[src/sv/updsan_pkg.sv]
// Package for the URL percent decoder with filename sanitizing.
// Holds widths, character codes, register indexes and the character helpers.
// No dependencies.
package updsan_pkg;

  localparam int BYTE_W     = 8;
  localparam int LIMIT_W    = 12;
  localparam int CFG_IDX_W  = 4;
  localparam int CFG_DATA_W = 12;
  localparam int MAX_RES    = 3;
  localparam int LIMIT_FULL = 2 ** LIMIT_W - 1;

  // configuration register indexes
  localparam logic [CFG_IDX_W-1:0] CFG_OUT_LIMIT = 4'd0;
  localparam logic [CFG_IDX_W-1:0] CFG_SANITIZE  = 4'd1;

  localparam logic [LIMIT_W-1:0] OUT_LIMIT_RST = 12'd255;

  // escape tracking codes
  localparam logic [1:0] PC_IDLE = 2'd0;
  localparam logic [1:0] PC_ONE  = 2'd1;
  localparam logic [1:0] PC_TWO  = 2'd2;

  localparam logic [BYTE_W-1:0] CH_PERCENT    = 8'h25;
  localparam logic [BYTE_W-1:0] CH_PLUS       = 8'h2B;
  localparam logic [BYTE_W-1:0] CH_SPACE      = 8'h20;
  localparam logic [BYTE_W-1:0] CH_UNDERSCORE = 8'h5F;
  localparam logic [BYTE_W-1:0] CH_BSLASH     = 8'h5C;
  localparam logic [BYTE_W-1:0] CH_SLASH      = 8'h2F;
  localparam logic [BYTE_W-1:0] CH_COLON      = 8'h3A;
  localparam logic [BYTE_W-1:0] CH_STAR       = 8'h2A;
  localparam logic [BYTE_W-1:0] CH_QUESTION   = 8'h3F;
  localparam logic [BYTE_W-1:0] CH_DQUOTE     = 8'h22;
  localparam logic [BYTE_W-1:0] CH_LESS       = 8'h3C;
  localparam logic [BYTE_W-1:0] CH_GREATER    = 8'h3E;
  localparam logic [BYTE_W-1:0] CH_PIPE       = 8'h7C;

  function automatic logic is_hex(input logic [BYTE_W-1:0] c);
    return (c inside {[8'h30:8'h39], [8'h41:8'h46], [8'h61:8'h66]});
  endfunction

  function automatic logic [3:0] hex_val(input logic [BYTE_W-1:0] c);
    logic [3:0] v;
    v = 4'd0;
    if (c inside {[8'h30:8'h39]}) begin
      v = c[3:0];
    end else if (c inside {[8'h41:8'h46], [8'h61:8'h66]}) begin
      v = c[3:0] + 4'd9;
    end
    return v;
  endfunction

  function automatic logic [BYTE_W-1:0] sanitize(input logic en, input logic [BYTE_W-1:0] c);
    logic bad;
    bad = (c inside {CH_BSLASH, CH_SLASH, CH_COLON, CH_STAR, CH_QUESTION,
                     CH_DQUOTE, CH_LESS, CH_GREATER, CH_PIPE});
    return (en && bad) ? CH_UNDERSCORE : c;
  endfunction

endpackage

[src/sv/updsan_in_if.sv]
// Input channel of the URL decoder: one raw byte or an end mark per transaction.
// Depends on updsan_pkg.
interface updsan_in_if import updsan_pkg::*; ();
  logic              valid;
  logic              ready;
  logic [BYTE_W-1:0] in_byte;
  logic              is_end;

  modport source (output valid, output in_byte, output is_end, input ready);
  modport sink   (input valid, input in_byte, input is_end, output ready);
endinterface

[src/sv/updsan_out_if.sv]
// Result channel of the URL decoder: one decoded byte or terminator per transaction.
// Depends on updsan_pkg.
interface updsan_out_if import updsan_pkg::*; ();
  logic              valid;
  logic              ready;
  logic [BYTE_W-1:0] out_byte;
  logic              is_terminator;
  logic              last;

  modport source (output valid, output out_byte, output is_terminator, output last,
                  input ready);
  modport sink   (input valid, input out_byte, input is_terminator, input last,
                  output ready);
endinterface

[src/sv/url_percent_decode_sanitize_top.sv]
// URL percent decoder with filename sanitizing, top level.
// Path: an input transaction passes through the input register, then the result queue.
// Throughput: one item per cycle while each item gives at most one result and the output
// is not stalled; an item that gives two or three results holds the input (3-slot queue).
// Reset: synchronous, active low; clears escape state, count, queue and config to defaults.
// Depends on updsan_pkg, updsan_in_if, updsan_out_if.
module url_percent_decode_sanitize_top import updsan_pkg::*; #(
  parameter int LIMIT_MAX = 4095
) (
  input  logic                  clk,
  input  logic                  rst_n,
  input  logic                  cfg_we,
  input  logic [CFG_IDX_W-1:0]  cfg_idx,
  input  logic [CFG_DATA_W-1:0] cfg_data,
  updsan_in_if.sink             in_if,
  updsan_out_if.source          out_if
);

  localparam logic [LIMIT_W-1:0] LIM_CAP =
    (LIMIT_MAX < LIMIT_FULL) ? LIMIT_W'(LIMIT_MAX) : LIMIT_W'(LIMIT_FULL);

  logic [LIMIT_W-1:0] out_limit_r;
  logic               sanitize_en_r;

  logic               in_vld_r;
  logic [BYTE_W-1:0]  in_byte_r;
  logic               in_end_r;

  logic [1:0]         pc_r, pc_nxt;
  logic [BYTE_W-1:0]  fd_r, fd_nxt;
  logic [LIMIT_W-1:0] ec_r, ec_nxt;

  logic [1:0]         q_cnt_r, q_cnt_nxt;
  logic [BYTE_W-1:0]  q_byte_r [MAX_RES];
  logic               q_term_r [MAX_RES];
  logic [BYTE_W-1:0]  new_byte [MAX_RES];
  logic               new_term [MAX_RES];

  logic [BYTE_W-1:0]  cand [MAX_RES];
  logic [1:0]         ncand, nemit;
  logic [LIMIT_W-1:0] lim, avail;
  logic               plain_pct;
  logic [BYTE_W-1:0]  plain_val;
  logic               advance, out_take;

  // configuration
  always_ff @(posedge clk) begin
    if (!rst_n) begin
      out_limit_r   <= OUT_LIMIT_RST;
      sanitize_en_r <= 1'b1;
    end else if (cfg_we) begin
      if (cfg_idx == CFG_OUT_LIMIT) begin
        out_limit_r <= cfg_data[LIMIT_W-1:0];
      end else if (cfg_idx == CFG_SANITIZE) begin
        sanitize_en_r <= cfg_data[0];
      end
    end
  end

  assign out_take    = out_if.valid && out_if.ready;
  // load the queue when it is empty or empties this cycle
  assign advance     = in_vld_r && ((q_cnt_r == 2'd0) || ((q_cnt_r == 2'd1) && out_if.ready));
  assign in_if.ready = !in_vld_r || advance;

  always_ff @(posedge clk) begin
    if (!rst_n) begin
      in_vld_r <= 1'b0;
    end else if (in_if.ready) begin
      in_vld_r <= in_if.valid;
    end
  end

  always_ff @(posedge clk) begin
    if (in_if.ready && in_if.valid) begin
      in_byte_r <= in_if.in_byte;
      in_end_r  <= in_if.is_end;
    end
  end

  // candidate bytes before the limit
  always_comb begin
    plain_pct = (in_byte_r == CH_PERCENT);
    plain_val = (in_byte_r == CH_PLUS) ? CH_SPACE : in_byte_r;
    cand      = '{default: '0};
    ncand     = 2'd0;
    pc_nxt    = pc_r;
    fd_nxt    = fd_r;
    if (in_end_r) begin
      cand[0] = CH_PERCENT;
      cand[1] = fd_r;
      ncand   = (pc_r == PC_TWO) ? 2'd2 : ((pc_r == PC_ONE) ? 2'd1 : 2'd0);
      pc_nxt  = PC_IDLE;
      fd_nxt  = '0;
    end else begin
      case (pc_r)
        PC_ONE: begin
          if (is_hex(in_byte_r)) begin
            fd_nxt = in_byte_r;
            pc_nxt = PC_TWO;
          end else begin
            cand[0] = CH_PERCENT;
            cand[1] = plain_val;
            ncand   = plain_pct ? 2'd1 : 2'd2;
            pc_nxt  = plain_pct ? PC_ONE : PC_IDLE;
          end
        end
        PC_TWO: begin
          if (is_hex(in_byte_r) && is_hex(fd_r)) begin
            cand[0] = {hex_val(fd_r), hex_val(in_byte_r)};
            ncand   = 2'd1;
            pc_nxt  = PC_IDLE;
          end else begin
            cand[0] = CH_PERCENT;
            cand[1] = fd_r;
            cand[2] = plain_val;
            ncand   = plain_pct ? 2'd2 : 2'd3;
            pc_nxt  = plain_pct ? PC_ONE : PC_IDLE;
          end
        end
        default: begin
          cand[0] = plain_val;
          ncand   = plain_pct ? 2'd0 : 2'd1;
          pc_nxt  = plain_pct ? PC_ONE : PC_IDLE;
        end
      endcase
    end
  end

  // apply the limit, sanitize, append the terminator
  always_comb begin
    lim    = (out_limit_r < LIM_CAP) ? out_limit_r : LIM_CAP;
    avail  = (lim > ec_r) ? (lim - ec_r) : '0;
    nemit  = (avail < {{(LIMIT_W-2){1'b0}}, ncand}) ? avail[1:0] : ncand;
    ec_nxt = in_end_r ? '0 : (ec_r + {{(LIMIT_W-2){1'b0}}, nemit});
    for (int i = 0; i < MAX_RES; i++) begin
      new_byte[i] = sanitize(sanitize_en_r, cand[i]);
      new_term[i] = 1'b0;
      if (in_end_r && (2'(i) == nemit)) begin
        new_byte[i] = '0;
        new_term[i] = 1'b1;
      end
    end
  end

  always_comb begin
    q_cnt_nxt = q_cnt_r;
    if (advance) begin
      q_cnt_nxt = nemit + {1'b0, in_end_r};
    end else if (out_take) begin
      q_cnt_nxt = q_cnt_r - 2'd1;
    end
  end

  always_ff @(posedge clk) begin
    if (!rst_n) begin
      pc_r    <= PC_IDLE;
      fd_r    <= '0;
      ec_r    <= '0;
      q_cnt_r <= 2'd0;
    end else begin
      q_cnt_r <= q_cnt_nxt;
      if (advance) begin
        pc_r <= pc_nxt;
        fd_r <= fd_nxt;
        ec_r <= ec_nxt;
      end
    end
  end

  // result queue: load a whole burst, shift down on each taken transaction
  always_ff @(posedge clk) begin
    if (advance) begin
      for (int i = 0; i < MAX_RES; i++) begin
        q_byte_r[i] <= new_byte[i];
        q_term_r[i] <= new_term[i];
      end
    end else if (out_take) begin
      for (int i = 0; i < MAX_RES - 1; i++) begin
        q_byte_r[i] <= q_byte_r[i+1];
        q_term_r[i] <= q_term_r[i+1];
      end
    end
  end

  assign out_if.valid         = (q_cnt_r != 2'd0);
  assign out_if.out_byte      = q_byte_r[0];
  assign out_if.is_terminator = q_term_r[0];
  assign out_if.last          = (q_cnt_r == 2'd1);

endmodule

[src/flat_wrapper.sv]
// flat-port wrapper written by rule: the top's interface ports become plain ports
module url_percent_decode_sanitize_top_flat import updsan_pkg::*;
#(
  parameter int LIMIT_MAX = 4095
)
  (clk, rst_n, cfg_we, cfg_idx, cfg_data, in_if_valid, in_if_in_byte, in_if_is_end, in_if_ready, out_if_valid, out_if_out_byte, out_if_is_terminator, out_if_last, out_if_ready);
  updsan_in_if in_if_i ();
  updsan_out_if out_if_i ();
  input  logic clk;
  input  logic rst_n;
  input  logic cfg_we;
  input  logic [CFG_IDX_W-1:0] cfg_idx;
  input  logic [CFG_DATA_W-1:0] cfg_data;
  input wire logic [$bits(in_if_i.valid)-1:0] in_if_valid;
  input wire logic [$bits(in_if_i.in_byte)-1:0] in_if_in_byte;
  input wire logic [$bits(in_if_i.is_end)-1:0] in_if_is_end;
  output wire logic [$bits(in_if_i.ready)-1:0] in_if_ready;
  output wire logic [$bits(out_if_i.valid)-1:0] out_if_valid;
  output wire logic [$bits(out_if_i.out_byte)-1:0] out_if_out_byte;
  output wire logic [$bits(out_if_i.is_terminator)-1:0] out_if_is_terminator;
  output wire logic [$bits(out_if_i.last)-1:0] out_if_last;
  input wire logic [$bits(out_if_i.ready)-1:0] out_if_ready;
  assign in_if_i.valid = in_if_valid;
  assign in_if_i.in_byte = in_if_in_byte;
  assign in_if_i.is_end = in_if_is_end;
  assign in_if_ready = in_if_i.ready;
  assign out_if_valid = out_if_i.valid;
  assign out_if_out_byte = out_if_i.out_byte;
  assign out_if_is_terminator = out_if_i.is_terminator;
  assign out_if_last = out_if_i.last;
  assign out_if_i.ready = out_if_ready;
  url_percent_decode_sanitize_top #(.LIMIT_MAX(LIMIT_MAX)) u_core (.clk(clk), .rst_n(rst_n), .cfg_we(cfg_we), .cfg_idx(cfg_idx), .cfg_data(cfg_data), .in_if(in_if_i), .out_if(out_if_i));
endmodule
[config.mk]
export PLATFORM = sky130hd
export DESIGN_NAME = url_percent_decode_sanitize_top_flat
export DESIGN_NICKNAME = d
export VERILOG_FILES = /design/src/sv/updsan_pkg.sv /design/src/sv/updsan_in_if.sv /design/src/sv/updsan_out_if.sv /design/src/sv/url_percent_decode_sanitize_top.sv /design/src/flat_wrapper.sv
export SDC_FILE = /design/constraint.sdc
export NUM_CORES = 1
export LEC_CHECK = 0
export ABC_AREA = 1
export BUFFER_PORTS_ARGS = -buffer_cell sky130_fd_sc_hd__buf_2
export CAP_MARGIN = 10
export CORE_UTILIZATION = 55
export CTS_BUF_LIST = sky130_fd_sc_hd__clkbuf_4 sky130_fd_sc_hd__clkbuf_8 sky130_fd_sc_hd__clkbuf_16
export DETAILED_ROUTE_END_ITERATION = 12
export GPL_TIMING_DRIVEN = 1
export PLACE_DENSITY = 0.87
export SYNTH_ARGS = -nofsm -noshare
export SYNTH_HDL_FRONTEND = slang
export SYNTH_SLANG_ARGS = --single-unit
[constraint.sdc]
create_clock -name clk -period 3.7 [get_ports clk]
set_input_delay 0.185 -clock clk [delete_from_list [all_inputs] [get_ports clk]]
set_output_delay 0.185 -clock clk [all_outputs]
set_load 0.1 [all_outputs]
# --- Word level (Yosys, flattened, before mapping) ---
# Memory sizes are Yosys's and may differ from the RTL's.
# Index checks and enable logic that the tools add are counted.
# Widths: inputs -> output; s select.
totals:
  romBits: 0
  word_cells: 163
  inputBits: 30
  regBits: 47
  output_inout_bits: 12
  n_memories: 2
  ram_bits: 27
  latch_bits: 0
classes:
  bitwise_logic: 5
  shifts: 0
  n_addsub: 6
  muxes: 54
  div_mod_pow: 0
  n_eq_ne: 35
  n_lt_le_gt_ge: 15
  multipliers: 0
  n_reduce_logical: 37
memory_table:
  columns: ["memory", "depth", "word_bits", "rd", "rd_ports_with_merged_regs", "wr", "line_no", "text"]
  rows:
  - ["u_core.q_byte_r", 3, 8, 3, 0, 3, "url_percent_decode_sanitize_top.sv:34", "logic [BYTE_W-1:0] q_byte_r [MAX_RES];"]
  - ["u_core.q_term_r", 3, 1, 3, 0, 3, "url_percent_decode_sanitize_top.sv:35", "logic q_term_r [MAX_RES];"]
ops:
  columns: ["op", "count"]
  rows:
  - ["$eq 8x6->1 const B", 23]
  - ["$mux 8", 15]
  - ["$eq 8x7->1 const B", 6]
  - ["$mux 12", 3]
  - ["$ge 8x7->1 const B", 4]
  - ["$le 8x7->1 const B", 4]
  - ["$mux 16", 2]
  - ["$pmux 8 s2", 2]
  - ["$reduce_bool 9->1", 3]
  - ["$mux 2", 11]
  - ["$logic_and 1x1->1", 17]
  - ["$ge 8x6->1 const B", 2]
  - ["$le 8x6->1 const B", 2]
  - ["$mux 4", 4]
  - ["$mux 1", 14]
  - ["$mux 14", 1]
  - ["$add 12x2->12", 1]
  - ["$gt 12x12->1", 1]
  - ["$lt 12x12->1 const B", 1]
  - ["$lt 12x2->1", 1]
  - ["$reduce_bool 2->1", 6]
  - ["$sub 12x12->12", 1]
  - ["$add 4x4->4 const B", 2]
  - ["$pmux 2 s2", 2]
  - ["16 further kinds", 24]

# --- Logic depth before layout (Yosys ltp) ---
# Gate-level depths: netlist of run 1.
logic_depth:
  word_depth: 14
  depth_mapped: 31
  mapped_depth_nobuf: 31

# --- Least setup slack after synthesis of run 1 ---
# No wires, ideal clock.
synth_path:
  kind: "register to register"
  from: "reg u_core.ec_r[0]"
  to: "reg u_core.ec_r[10]"
  path_slack_ps: -288
  required_time_ps: 3630
  path_stages_with_launch: 30
  synth_period_minus_slack_ps: 3988
  n_path_buf: 0
  setup_ps: 70
  arrival_ps: 3919
  cell_sequence: "dfxtp_1 ha_1 inv_1 fa_1 nand3_1 nand3_2 nand3_1 nand3_2 nand2_2 inv_2 nand2_1 inv_1 ha_1 nand2_1 nand3_2 o21ai_2 nand2_4 inv_2 ha_1 inv_1 fa_1 nor2_1 inv_1 nor2_1 nand2_1 nor2_1 inv_1 nor4_2 o21ai_0 a21oi_1"
synth_via:
  elab_chain_cells: 6
  elab_cells_between_ends: 7
  classes_between: "add/sub (2); order compare (2); mux (3)"
synth_lines:
  columns: ["element", "line_no", "text"]
  rows:
  - ["start, declared", "url_percent_decode_sanitize_top.sv:31", "logic [LIMIT_W-1:0] ec_r, ec_nxt;"]
  - ["start signal, assigned", "url_percent_decode_sanitize_top.sv:165", "ec_r <= ec_nxt;"]
  - ["$sub 12x12->12 / $gt 12x12->1 (equally long branches)", "url_percent_decode_sanitize_top.sv:132", "avail = (lim > ec_r) ? (lim - ec_r) : '0;"]
  - ["$mux 12", "url_percent_decode_sanitize_top.sv:132", null]
  - ["$lt 12x2->1", "url_percent_decode_sanitize_top.sv:133", "nemit = (avail < {{(LIMIT_W-2){1'b0}}, ncand}) ? avail[1:0] : ncand;"]
  - ["$mux 2", "url_percent_decode_sanitize_top.sv:133", null]
  - ["$add 12x2->12 (*)", "url_percent_decode_sanitize_top.sv:134", "ec_nxt = in_end_r ? '0 : (ec_r + {{(LIMIT_W-2){1'b0}}, nemit});"]
  - ["$mux 12 (*)", "url_percent_decode_sanitize_top.sv:134", null]
# Every way passes the cells marked *; elsewhere a longest branch is shown, timed or not.
# A chain may end at the register's enable or synchronous reset.

# --- Worst setup path in the final report of run 1 ---
layout_path:
  from: "reg u_core.out_limit_r[0]"
  to: "reg u_core.ec_r[10]"
layout_via:
  elab_chain_cells: 8
  elab_cells_between_ends: 9
  classes_between: "add/sub (2); order compare (3); mux (4)"
layout_lines:
  columns: ["element", "line_no", "text"]
  rows:
  - ["start, declared", "url_percent_decode_sanitize_top.sv:22", "logic [LIMIT_W-1:0] out_limit_r;"]
  - ["start signal, assigned", "url_percent_decode_sanitize_top.sv:53", "out_limit_r <= cfg_data[LIMIT_W-1:0];"]
  - ["$lt 12x12->1", "url_percent_decode_sanitize_top.sv:131", "lim = (out_limit_r < LIM_CAP) ? out_limit_r : LIM_CAP;"]
  - ["$mux 12 (*)", "url_percent_decode_sanitize_top.sv:131", null]
  - ["$sub 12x12->12 / $gt 12x12->1 (equally long branches)", "url_percent_decode_sanitize_top.sv:132", null]
  - ["$mux 12 (*)", "url_percent_decode_sanitize_top.sv:132", null]
  - ["$lt 12x2->1", "url_percent_decode_sanitize_top.sv:133", null]
  - ["$mux 2 (*)", "url_percent_decode_sanitize_top.sv:133", null]
  - ["$add 12x2->12 (*)", "url_percent_decode_sanitize_top.sv:134", null]
  - ["$mux 12 (*)", "url_percent_decode_sanitize_top.sv:134", null]
# Marked as above.

==> reports/metrics.cfg, run 1 <==
[run_status]
status = complete, but fails checks
violations = setup timing

[critical_path]
rr_startpoint = u_core.out_limit_r[0]
reg2reg_depth = 30
ff2ff_setup_slack_ns = -0.26
cp_top_family = simple AND/OR/NAND/NOR gates
slowest_delay_ns = 0.39
required_ns = 3.98
cpMaxStageDelayCell = fa_2
path_common_cell = inv_2
timing.rr.end = u_core.ec_r[10]
worstSetupEndpointType = register
startpoint = u_core.out_limit_r[0]
worst_ep_arrival_time_ns = 4.24
crit_path_start_kind = register
worstPathMaxFanout = 4
cp_num_buf_inv = 8
worstSetupPathType = register to register

[logic_synthesis]
ys_warn_count = 0
async_flop_share_pct = 0
syn_area_per_cell_um2 = 6.71
ys_seq_area_share_pct = 33.4
synth_area_leaders = edfxtp_1 (20%), nand2_1 (19%), dfxtp_1 (14%)
ys_seq_elements = 74
synth_edf_count = 36
syn_inst = 822
ys_top_cells_by_count = nand2_1 (283), inv_1 (105), nand3_1 (71), nor2_1 (56), a21oi_1 (40)
synth_top_family_by_area = simple AND/OR/NAND/NOR gates
synth.area.mux_share_pct = 0
synthDistinctLibCells = 44
synthMostInstantiatedCell = nand2_1
synth.top_cell.area_share_pct = 19.6
synthAdderAreaFrac_pct = 7.08
syn_nets = 882
synth_flop_cell = dfxtp_1
synth-xor-area-share_pct = 0.477
yosys.area.top_type = edfxtp_1
synth_compound_area_share_pct = 8.65
syn-cell-area_um2 = 5510
synth-simple-area-share_pct = 38.7

[detailed_routing]
via_per_inst = 5.59
dr.pass1.iters = 6
vias = 6002
routedWlPerCell_um = 15.3
drtIter0Drc = 720
antenna_left = 0
drc_errors = 0
wirelength_mm = 16.4

[clock_network]
clk_path_buf_depth = 2
cts_tree = yes
clkSinkCount = 74
clk_latency_ns = 0.36
clk_transition_reported_paths_ns = 0.09
htreeDepth = 3
cts-root-buf = clkbuf_8
cts_buffers = 9

[global_route]
antenna_found_initial = 0
grt_pass1_wl_mm = 24.5
grt_overflow = 0
grt_usage_pct = 30.4
grt_pass1_vias = 5241
grt_max_degree = 29

[sta]
tns_ns = -0.527
worst_pin_slew_ns = 0.716
finalCritPeriodShare_pct = 107
drv_slew = 0
fin_crit_ns = 3.96
setup_slack_ns = -0.260
fmax_ghz = 0.253
setup_viol = 4
slew_headroom_pct = 52.2
rsz0062_at_grt = yes
fin_worst_hold_slack_ns = 0.00419
clock_skew_ns = 0.0160
hold_viol = 0

[pwr]
p_sw_mw = 0.878
ir_drop_v = 0.000405
p_seq_share_pct = 42.0
clkPwrFrac_pct = 28.1
power_frac_comb_pct = 29.9
sw_frac_of_total_pct = 37.4
p_per_area_nw_per_um2 = 339
p_total_mw = 2.35
leakagePower_nw = 3.29
intPower_mw = 1.47

[placement]
gp_congestion = 0.967
place_hpwl_mm = 10.8
port_buffers = 41
dp_slack_ns = -0.281
place_inst = 1042
placed_area_um2 = 6360

[min_path]
hp-start = in_if_in_byte[5]
hold_end = u_core.in_byte_r[5]
hold-path-cell-count = 1
hp-class = input port to register

[die]
io_pins = 42
coreArea_um2 = 9730
die_h_um = 102
fp-row-count = 36
start_util_pct = 56.7
die_area_um2 = 10400
die_x_um = 102

[layout]
final_cells = 1073
final_cell_area_um2 = 6920
synthToLayoutAreaGrowth_pct = 25.5
drive_gt1_share_pct = 28.2
antennaDiodeCount = 0
nNetsFinal = 995
post-route-util_pct = 71.1

[run]
maxCapViolCount = 0

-- power groups by stage --
stage | clock network (mW) | logic [mW] | registers [mW]
after global routing | 0.692 | 0.748 | 0.996
after detailed placement | 0 | 0.648 | 1.00
final | 0.660 | 0.703 | 0.985
after floorplan | 0 | 0.499 | 1.02
after CTS | 0.659 | 0.670 | 0.984
after global placement | 0 | 0.632 | 1.00
-- cell type report --
cell class                      instances  area, µm²
Clock buffer                           13        189
Clock inverter                          3       21.3
Fill cell                             731       2810
Inverter                              124        469
Multi-Input combinational cell        590       3300
Sequential cell                        74       1850
Tap cell                              133        166
Timing Repair Buffer                  136        927
-- placed cells by master, fill, tap and decap left out, types with 20 or more instances in the layout --
cell      instances
buf_4            92
ha_1             20
nand2_2          20
inv_2            24
dfxtp_1          36
nand3_1          64
edfxtp_1         36
nor2_1           49
a21oi_1          37
nand2_1         274
buf_2            41
inv_1            96
-- kinds of logic after synthesis --
kind of cell               after synthesis
AOI/OAI and AO/OA                       85
xor gates and xnor gates                 3
adders and majority gates               30
buffers and inverters                  158
DFF                                     74
and+or+nand+nor                        472
-- registers in the layout (all words and copies together), names as in the netlist --
register,flops
u_core.ec_r,12
u_core.fd_r,8
u_core.in_byte_r,8
u_core.in_end_r,1
u_core.in_vld_r,1
u_core.out_limit_r,12
u_core.pc_r,2
u_core.q_byte_r,24
u_core.q_cnt_r,2
u_core.q_term_r,3
u_core.sanitize_en_r,1
-- repair_timing --
item	4_1_cts	5_1_grt
pin swaps	22	26
hold endpoints to repair	0	2
setup buffers	12	3
gates resized for setup	21	38
endpoints found under the setup margin	4	6
hold buffers	0	2
-- how the worst max path moves through the flow --
| stage | endpoint | slack [ns] | cells past startpoint |
|---|---|---|---|
| 6_report | u_core.ec_r[10] | -0.26 | 30 |
| 5_1_grt | u_core.ec_r[10] | -0.35 | 30 |
| 4_1_cts | u_core.ec_r[10] | -0.22 | 30 |
| 3_5_place_dp | u_core.ec_r[10] | -0.28 | 30 |
| 3_3_place_gp | u_core.ec_r[10] | -0.07 | 30 |
| 2_1_floorplan | u_core.ec_r[10] | -0.05 | 30 |
-- layer usage --
| metal | routed length (µm) | share of wire, % | global-route usage, % |
|---|---|---|---|
| met2 | 7440 | 45 | 49.3 |
| met4 | 922 | 5.6 | 12.4 |
| met1 | 6280 | 38 | 39.9 |
| met3 | 1790 | 11 | 5.81 |
| met5 | 0 | 0 | 0 |
Power figures use the tool's default switching activity.
==> inputs of run 2 (changes only) <==
RECOVER_POWER = 100   (was default)
SETUP_SLACK_MARGIN = 0.5   (was default)
==> run 2 against run 1 <==
The flow still finishes with violations (setup timing). Flip-flop and latch count unchanged. Via count grew 12%. Power up 5.4%. Final area increased by 5.2%. Sequential power grew 0.8%. Die area stayed put. Utilization up 3.7 points. Critical path type unchanged. Critical endpoint unchanged.
==> reports/metrics.cfg, run 2 (synthesized netlist as in run 1, its figures left out) <==
[run_status]
status = complete, but fails checks  ; unchanged
violations = setup timing  ; unchanged

[die]
start_util_pct = 56.7  ; unchanged
coreArea_um2 = 9730  ; unchanged
fp-row-count = 36  ; unchanged
die_x_um = 102  ; unchanged
die_area_um2 = 10400  ; unchanged
io_pins = 42  ; unchanged
die_h_um = 102  ; unchanged

[detailed_routing]
drc_errors = 0  ; unchanged
drtIter0Drc = 1367  ; was 720
dr.pass1.iters = 12  ; was 6
vias = 6706  ; was 6,002
via_per_inst = 6.13  ; was 5.59
routedWlPerCell_um = 19.5  ; was 15.3 µm
wirelength_mm = 21.4  ; was 16.4 mm
antenna_left = 0  ; unchanged

[min_path]
hold_end = u_core.in_end_r  ; was u_core.in_byte_r[5]
hp-class = input port to register  ; unchanged
hold-path-cell-count = 1  ; unchanged
hp-start = in_if_is_end  ; was in_if_in_byte[5]

[critical_path]
required_ns = 3.98  ; about the same
worst_ep_arrival_time_ns = 4.74  ; was 4.24 ns
cp_num_buf_inv = 9  ; was 8
cp_top_family = simple AND/OR/NAND/NOR gates  ; unchanged
reg2reg_depth = 30  ; unchanged
cpMaxStageDelayCell = fa_2  ; unchanged
ff2ff_setup_slack_ns = -0.75  ; was -0.26 ns
rr_startpoint = u_core.out_limit_r[0]  ; unchanged
timing.rr.end = u_core.ec_r[10]  ; unchanged
worstPathMaxFanout = 4  ; unchanged
worstSetupPathType = register to register  ; unchanged
worstSetupEndpointType = register  ; unchanged
crit_path_start_kind = register  ; unchanged
slowest_delay_ns = 0.44  ; was 0.39 ns

[sta]
tns_ns = -5.83  ; was -0.527 ns
rsz0062_at_grt = yes  ; unchanged
drv_slew = 0  ; unchanged
fmax_ghz = 0.225  ; was 0.253 GHz
hold_viol = 0  ; unchanged
clock_skew_ns = 0.0220  ; was 0.0160 ns
setup_viol = 13  ; was 4
finalCritPeriodShare_pct = 120  ; was 107%
slew_headroom_pct = 48.9  ; was 52.2%
worst_pin_slew_ns = 0.765  ; was 0.716 ns
setup_slack_ns = -0.752  ; was -0.260 ns
fin_crit_ns = 4.45  ; was 3.96 ns

[placement]
placed_area_um2 = 6210  ; was 6360 µm²
dp_slack_ns = -0.129  ; was -0.281 ns
place_hpwl_mm = 10.6  ; was 10.8 mm
port_buffers = 41  ; unchanged
gp_congestion = 0.953  ; was 0.967

[global_route]
grt_pass1_wl_mm = 26.6  ; was 24.5 mm
grt_usage_pct = 33.4  ; was 30.4%
grt_max_degree = 29  ; unchanged
grt_pass1_vias = 5548  ; was 5,241
antenna_found_initial = 0  ; unchanged
grt_overflow = 0  ; unchanged

[clock_network]
cts-root-buf = clkbuf_8  ; unchanged
htreeDepth = 3  ; unchanged
clk_latency_ns = 0.37  ; was 0.36 ns
cts_buffers = 9  ; unchanged
cts_tree = yes  ; unchanged
ctsHoldBuffers = 0  ; unchanged
clk_transition_reported_paths_ns = 0.10  ; was 0.09 ns
clk_path_buf_depth = 2  ; unchanged
clkSinkCount = 74  ; unchanged

[layout]
nNetsFinal = 1016  ; was 995
drive_gt1_share_pct = 32.2  ; was 28.2%
synthToLayoutAreaGrowth_pct = 32.0  ; was 25.5%
layout_common_cells = nand2_1 (271), buf_4 (102), inv_1 (95), nand3_1 (55), nor2_1 (50)  ; was nand2_1 (274), inv_1 (96), buf_4 (92), nand3_1 (64), nor2_1 (49)
largest_reg_flops = 24  ; unchanged
top_register = u_core.q_byte_r  ; unchanged
reg_top3 = u_core.q_byte_r x24, u_core.ec_r x12, u_core.out_limit_r x12  ; unchanged
mostFrequentLayoutCell = nand2_1  ; unchanged
antennaDiodeCount = 0  ; unchanged
final_cell_area_um2 = 7280  ; was 6920 µm²

[pwr]
sw_frac_of_total_pct = 38.3  ; was 37.4%
p_seq_share_pct = 40.1  ; was 42.0%
leakagePower_nw = 3.47  ; was 3.29 nW
power_frac_comb_pct = 30.9  ; was 29.9%
ir_drop_v = 0.000287  ; was 0.000405 V
p_total_mw = 2.48  ; was 2.35 mW
p_sw_mw = 0.948  ; was 0.878 mW
p_per_area_nw_per_um2 = 340  ; was 339 nW/µm²
intPower_mw = 1.53  ; was 1.47 mW
clkPwrFrac_pct = 29.0  ; was 28.1%

[run]
maxCapViolCount = 0  ; unchanged

run 2: changes by cell type in the layout (fill, tap and decap cells not counted), sizes merged:
cell,delta
clkinvlp,-1
dlygate4sd3,-2
clkbuf,+1
nand3,+1
buf,+22
run 2: area by class of cell:
class	count	area, µm²
Tap cell	133	166
Clock inverter	2	13.8
Inverter	124	479
Clock buffer	14	214
Fill cell	655	2450
Timing Repair Buffer	156	1120
Sequential cell	74	1850
Multi-Input combinational cell	591	3440
run 2: repair_timing:
item                                    in CTS  in global routing
buffers inserted                            43                 17
cloned                                       0                  1
pin swaps                                    8                 41
endpoints found under the setup margin      11                 29
gates resized for setup                     26                 65
run 2: worst max path at each step:
stage                                startpoint               to  slack, ns  cells after the start
final                     u_core.out_limit_r[0]  u_core.ec_r[10]      -0.75                     30
after global routing      u_core.out_limit_r[0]  u_core.ec_r[10]      -0.87                     28
after CTS                   u_core.in_byte_r[1]  u_core.ec_r[10]      -0.03                     30
after detailed placement  u_core.out_limit_r[0]  u_core.ec_r[10]      -0.13                     30
after global placement           u_core.ec_r[9]  u_core.ec_r[10]       0.02                     28
after floorplan             u_core.in_byte_r[0]  u_core.ec_r[10]      -0.03                     30
run 2: power groups by stage:
stage | Combinational, mW | Clock, mW | Sequential, mW
finish | 0.764 | 0.719 | 0.993
global route | 0.806 | 0.741 | 1.00
CTS | 0.667 | 0.698 | 0.987
detailed placement | 0.634 | 0 | 1.01
global placement | 0.624 | 0 | 1.00
floorplan | 0.504 | 0 | 1.02
run 2: worst reg2reg max path: cells and delay by family, from the launching register on:
kind	cells	cell delay [ns]
adders and majority gates	5	1.31
AOI/OAI and AO/OA	3	0.45
DFF	1	0.33
buffers and inverters	9	0.69
and+or+nand+nor	13	1.58
run 2: metrics by stage:
stage | utilization, % | hold WS [ns] | std cells
after global routing | 74.8 | 0.0116 | 1094
after CTS | 70.4 | 0.00916 | 1076
after floorplan | - | 0.284 | 822
after detailed placement | 63.9 | 0.363 | 1017
final | 74.8 | 0.00841 | 1094
after global placement | 63.9 | 0.361 | 1017
run 2: per-layer routing:
layer  vias up  track usage [%]  wire, µm  share of wire [%]
met5         -                0         0                  0
met4         0             21.1      2380                 11
met3       276             10.3      2970                 14
met2       660             51.6      8980                 42
met1      2900             40.6      7050                 33
li1       2870                -         -                  -
